==> src/rtl/mrc_pkg.sv <==
package mrc_pkg;

  localparam int NUM_DIMS       = 6;
  localparam int DIG_W          = 16;
  localparam int IDX_W          = 32;
  localparam int RAD_W          = DIG_W + 1;
  localparam int SEL_W          = 3;
  localparam int BITS_PER_STAGE = 4;
  localparam int STAGES_PER_DIM = IDX_W / BITS_PER_STAGE;
  localparam int NUM_STAGES     = NUM_DIMS * STAGES_PER_DIM;
  localparam int FOLD_W         = IDX_W + RAD_W + 1;

  // register indexes (byte address / 4)
  localparam logic [2:0] REG_ACTIVE_DIMS = 3'd0;
  localparam logic [2:0] REG_RADIX_0     = 3'd1;
  localparam logic [2:0] REG_RADIX_5     = 3'd6;

  typedef struct packed {
    logic                              req;
    logic [IDX_W-1:0]                  dq;
    logic [RAD_W-1:0]                  rem;
    logic [NUM_DIMS-1:0][DIG_W-1:0]    digit;
    logic [IDX_W-1:0]                  acc;
    logic                              ovf;
    logic [NUM_DIMS-1:0][DIG_W-1:0]    din;
  } item_t;

  typedef struct packed {
    logic             div_on;
    logic             dim_end;
    logic [SEL_W-1:0] dig_sel;
    logic [RAD_W-1:0] div_radix;
    logic             fold_on;
    logic [SEL_W-1:0] fold_sel;
    logic [RAD_W-1:0] fold_radix;
  } ctl_t;

  // a zero radix stands for 65536
  function automatic logic [RAD_W-1:0] eff_radix(input logic [DIG_W-1:0] r);
    eff_radix = (r == '0) ? {1'b1, {DIG_W{1'b0}}} : {1'b0, r};
  endfunction

endpackage

==> src/rtl/mrc_stage.sv <==
module mrc_stage (
  input  logic          clk,
  input  logic          rst_n,
  input  mrc_pkg::ctl_t ctl,
  input  logic          up_valid,
  output logic          up_ready,
  input  mrc_pkg::item_t up_item,
  output logic          dn_valid,
  input  logic          dn_ready,
  output mrc_pkg::item_t dn_item
);

  logic                                   valid_r;
  mrc_pkg::item_t                         item_r;
  mrc_pkg::item_t                         item_nxt;
  logic [mrc_pkg::RAD_W:0]                sh;
  logic [mrc_pkg::RAD_W-1:0]              rem;
  logic [mrc_pkg::IDX_W-1:0]              dq;
  logic [mrc_pkg::FOLD_W-1:0]             fold;

  assign up_ready = !valid_r || dn_ready;
  assign dn_valid = valid_r;
  assign dn_item  = item_r;

  always_comb begin
    item_nxt = up_item;
    rem      = up_item.rem;
    dq       = up_item.dq;
    sh       = '0;
    fold     = '0;
    if (ctl.div_on) begin
      // restoring division, a few quotient bits per stage
      for (int k = 0; k < mrc_pkg::BITS_PER_STAGE; k++) begin
        sh = {rem, dq[mrc_pkg::IDX_W-1]};
        dq = {dq[mrc_pkg::IDX_W-2:0], 1'b0};
        if (sh >= {1'b0, ctl.div_radix}) begin
          sh    = sh - {1'b0, ctl.div_radix};
          dq[0] = 1'b1;
        end
        rem = sh[mrc_pkg::RAD_W-1:0];
      end
      if (ctl.dim_end) begin
        item_nxt.digit[ctl.dig_sel] = rem[mrc_pkg::DIG_W-1:0];
        rem = '0;
      end
    end
    item_nxt.rem = rem;
    item_nxt.dq  = dq;
    if (ctl.fold_on && up_item.req) begin
      fold = mrc_pkg::FOLD_W'(up_item.acc) * mrc_pkg::FOLD_W'(ctl.fold_radix)
           + mrc_pkg::FOLD_W'(up_item.din[ctl.fold_sel]);
      if (fold[mrc_pkg::FOLD_W-1:mrc_pkg::IDX_W] != '0) item_nxt.ovf = 1'b1;
      item_nxt.acc = fold[mrc_pkg::IDX_W-1:0];
    end
  end

  always_ff @(posedge clk) begin
    if (!rst_n) begin
      valid_r <= 1'b0;
    end else if (up_ready) begin
      valid_r <= up_valid;
    end
  end

  always_ff @(posedge clk) begin
    if (up_ready) begin
      item_r <= item_nxt;
    end
  end

endmodule

==> config.mk <==
export PLATFORM = sky130hd
export DESIGN_NAME = mrc_stage
export DESIGN_NICKNAME = d
export VERILOG_FILES = /design/src/rtl/mrc_pkg.sv /design/src/rtl/mrc_stage.sv
export SDC_FILE = /design/constraint.sdc
export NUM_CORES = 2
export LEC_CHECK = 0
export BUFFER_PORTS_ARGS = -buffer_cell sky130_fd_sc_hd__buf_4
export CAP_MARGIN = 10
export CORE_MARGIN = 2
export CORE_UTILIZATION = 50
export DETAILED_ROUTE_END_ITERATION = 10
export HOLD_SLACK_MARGIN = 0.15
export PLACE_DENSITY = 0.76
export SLEW_MARGIN = 20
export SYNTH_ARGS = -nofsm -noshare
export SYNTH_HDL_FRONTEND = slang
export SYNTH_SLANG_ARGS = --single-unit
==> constraint.sdc <==
create_clock -name clk -period 16.93 [get_ports clk]
set_input_delay 3.386 -clock clk [delete_from_list [all_inputs] [get_ports clk]]
set_output_delay 3.386 -clock clk [all_outputs]
set_load 0.05 [all_outputs]
**Word-level counts from Yosys, hierarchy flattened**

Cells that the tools add are included.
W data, S select, Z words.

- ROM bits: 0
- RAM bits: 0
- Word-level logic and storage cells: 60
- Output and inout port bits: 277
- Input port bits: 322
- Bits in latches: 0
- Bits in registers: 276
- Memories: 0

- Div/mod/pow operators: 0
- $mul: 1
- $lt $le $gt $ge: 7
- Multiplexer cells: 24
- Shift-type cells: 0
- Equal/unequal tests: 0
- Bitwise operators: 0
- Reductions and logical operators: 5
- Add/subtract/negate cells: 5

Operator list:

| cell | count |
|---|---|
| $mux W96 | 2 |
| $mux W17 | 10 |
| $bwmux W96 | 1 |
| $ge A18 B17 Y1 | 4 |
| $sub A17 B17 Y17 | 4 |
| $add A49 B16 Y50 | 1 |
| $mul A32 B17 Y49 | 1 |
| $bmux W16 S3 | 1 |
| $demux W16 S3 | 1 |
| $mux W33 | 1 |
| $mux W16 | 2 |
| $mux W32 | 1 |
| $reduce_bool A18 Y1 | 1 |
| $lt A3 B4 Y1 const B | 2 |
| $mux W1 | 5 |
| $ge A3 B1 Y1 const B | 1 |
| $logic_and A1 B1 Y1 | 2 |
| $logic_not A1 Y1 | 1 |
| $logic_or A1 B1 Y1 | 1 |

**Longest topological paths before layout**

- Word-level depth: 15
- Mapped depth: 49
- Mapped depth without buffers: 40

**Least setup slack after synthesis**

No wires, ideal clock.

- Path kind: in2out
- Start: input port dn_ready
- End: output port up_ready
- Arrival time: 10.324 ns
- Data required time: 13.544 ns
- Buffers on the path: 0
- Stages on the path: 1
- Slack: 3.220 ns
- Cell sequence: nand2b_1

- Cells in the longest elaborated chain, start to end: 1

RTL lines:

| element | RTL line | text |
|---|---|---|
| start, declared | mrc_stage.sv:9 | `input logic dn_ready,` |
| $logic_or A1 B1 Y1 | mrc_stage.sv:21 | `assign up_ready = !valid_r \|\| dn_ready;` |
| end, declared | mrc_stage.sv:6 | `output logic up_ready,` |

No other way between the ends.

==> impl_metrics.csv <==
group,metric,value,unit
run_status,status,"finished, final reports clean",
sta,timing.final.crit_period,14.31,ns
die,dieArea,69200,µm²
critical_path,cpPeakStageDelay,0.75,ns
route,wl,112000,µm
sta,hold_viol,0,
clock_network,cts_made_buffers,29,
placed_design,place_hpwl,88400,µm
finish,synthToLayoutAreaGrowth,18.2,%
global_routing,grt_antenna_before_repair,21,
critical_path,critPathKind,"in -> reg",
clock_network,cts_buffer_depth,3,
synthesis,synth-edff-count,275,
sta,maxSlewViolCount,0,
route,vias,27200,
sta,relSlewSlack,20.4,%
synthesis,ys_types,76,
critical_path,arrival,14.62,ns
global_routing,overflow,0,
critical_path,critPathSlowestCell,"mux2i_1",
critical_path,timing.reg2reg.worst_path_depth,2,
global_routing,grt_pass1_wl,169000,µm
route,drc,0,
clock_network,holdBufCountCts,0,
critical_path,startpoint,"ctl[22]",
synthesis,yosysTopAreaCell,"fa_1",
placed_design,port_buffers,598,
finish,final_cells,4725,
placed_design,dp_cells,4654,
die,die_height,263,µm
clock_network,cts-root-buf,"clkbuf_16",
synthesis,syn_avg_cell_area,10.0,µm²
global_routing,grt_pass1_vias,27800,
route,vias_per_cell,5.76,
die,num_io_pins,599,
min_path,worstHoldStart,"dn_valid",
clock_network,cts.sinks,276,
synthesis,ys.flop_type,"edfxtp_1",
synthesis,synth-warning-count,0,
synthesis,synth_area_leaders,"fa_1, edfxtp_1, ha_1, inv_1, and2_1",
die,start_util,50.7,%
synthesis,syn_area,33500,µm²
placed_design,gp_congestion,1.04,
critical_path,reg2reg_slack,14.64,ns
synthesis,synth_commonest_cells,"inv_1, fa_1, nand2_1",
critical_path,start_kind,"input pin",
critical_path,critical_path_peak_fanout,21,
sta,max_freq,69.9,MHz
critical_path,worstPathRequired,17.24,ns
min_path,worst_hold_path.num_cells,1,
sta,setup_viol,0,
clock_network,clock_latency,0.58,ns
synthesis,synth_nets,4344,
sta,whs,1.11,ns
critical_path,cp_common_cell,"ha_1",
synthesis,yosysMostFrequentCell,"inv_1",
die,rows,94,
sta,clock_skew,0.00941,ns
synthesis,synth_top_area_share,28.1,%
synthesis,yosysSeqAreaShare,24.7,%
sta,rsz0062_at_grt,"no",
synthesis,synthCells,3341,
sta,fin_tns_setup,0,ns
route,firstDrtPassIters,6,
flow_run,maxCapViolations,0,
critical_path,crit_end,"dn_item[146]",
finish,nets,4824,
route,post_drt_wl_per_cell,23.7,µm
clock_network,clk_pin_slew,0.07,ns
route,detail-route-antenna-nets,0,
sta,period_share,84.6,%
clock_network,cts_tree,"done",
critical_path,cp-end-kind,"flop",
clock_network,cts-resized-gates,0,
synthesis,ys_ff_latch,276,
min_path,hold_path.class,"reg -> reg",
global_routing,grt_max_degree,181,
synthesis,async_flop_share,0,%
die,fp.dieW,263,µm
sta,worst_pin_slew,1.19,ns
critical_path,r2r_end,"dn_item[115]",
die,core_area,66100,µm²
finish,drive_gt1_share,21.8,%
clock_network,cts_max_level,1,
clock_network,cts_setup_buffers,0,
sta,layout_setup_ws,2.62,ns
placed_design,post-place-ws,2.33,ns
route,drt_iter0_drc,2563,
critical_path,rr_startpoint,"dn_valid",
global_routing,grt_util_all_layers,32.1,%
==> routing by layer <==
layer  GRT usage [%]  share of wire [%]
met4            13.7                4.7
met5               0              0.037
met2            54.9                 49
met3            4.67                7.3
met1            40.8                 39
==> metrics by stage <==
step           util, %  area (µm²)
2_1_floorplan        -       33500
3_3_place_gp      58.4       38600
3_5_place_dp      58.4       38600
4_1_cts           59.9       39600
5_1_grt           60.0       39600
6_report          60.0       39600
==> logic make-up after synthesis <==
| kind of cell | Yosys count | synth area share [%] |
|---|---|---|
| AO/OA/AOI/OAI | 451 | 8.72 |
| XOR/XNOR | 75 | 1.96 |
| adder cells (fa/ha/maj) | 681 | 35.9 |
| buffers and inverters | 695 | 7.81 |
| flip-flops | 276 | 24.7 |
| multiplexers | 186 | 6.65 |
| AND/OR/NAND/NOR | 977 | 14.2 |
==> critical path, delay by kind of cell <==
| kind | cells | cell delay [ns] |
|---|---|---|
| simple gates | 5 | 0.77 |
| fa+ha+maj | 4 | 1.50 |
| mux | 2 | 1.12 |
| compound gates | 25 | 6.67 |
| buf+inv | 4 | 1.09 |
==> flip-flops by register name (all words and copies together), names as in the netlist <==
name and cells:
dn_valid 1, dn_item 275
==> worst min-delay path by stage <==
stage	endpoint	slack, ns
3_3_place_gp	dn_item[171]	1.07
4_1_cts	dn_item[146]	1.10
5_1_grt	dn_item[219]	1.16
3_5_place_dp	dn_item[171]	1.08
6_report	dn_item[171]	1.11
2_1_floorplan	dn_item[0]	3.48
==> placed cells by master (no fill, tap or decap), drive strengths merged, types with 34 or more instances in the layout <==
master	n
a21oi	129
and2	277
buf	613
clkbuf	34
edfxtp	275
fa	470
ha	211
inv	533
mux2	132
mux2i	38
nand2	418
nor2	108
o21ai	111
xnor2	34
xor2	41
==> cell type report <==
type,instances,area (µm²)
fill,5620,26500
multi-input combinational,2370,22700
clock buffer,34,744
clock inverter,18,218
inverter,531,1990
timing repair buffer,613,4610
antenna,19,47.5
sequential,276,8280
tap,864,1080
Power is left out: the tool's default activity adds up to more than one toggle a clock period on the data nets, which glitch-free logic cannot reach.
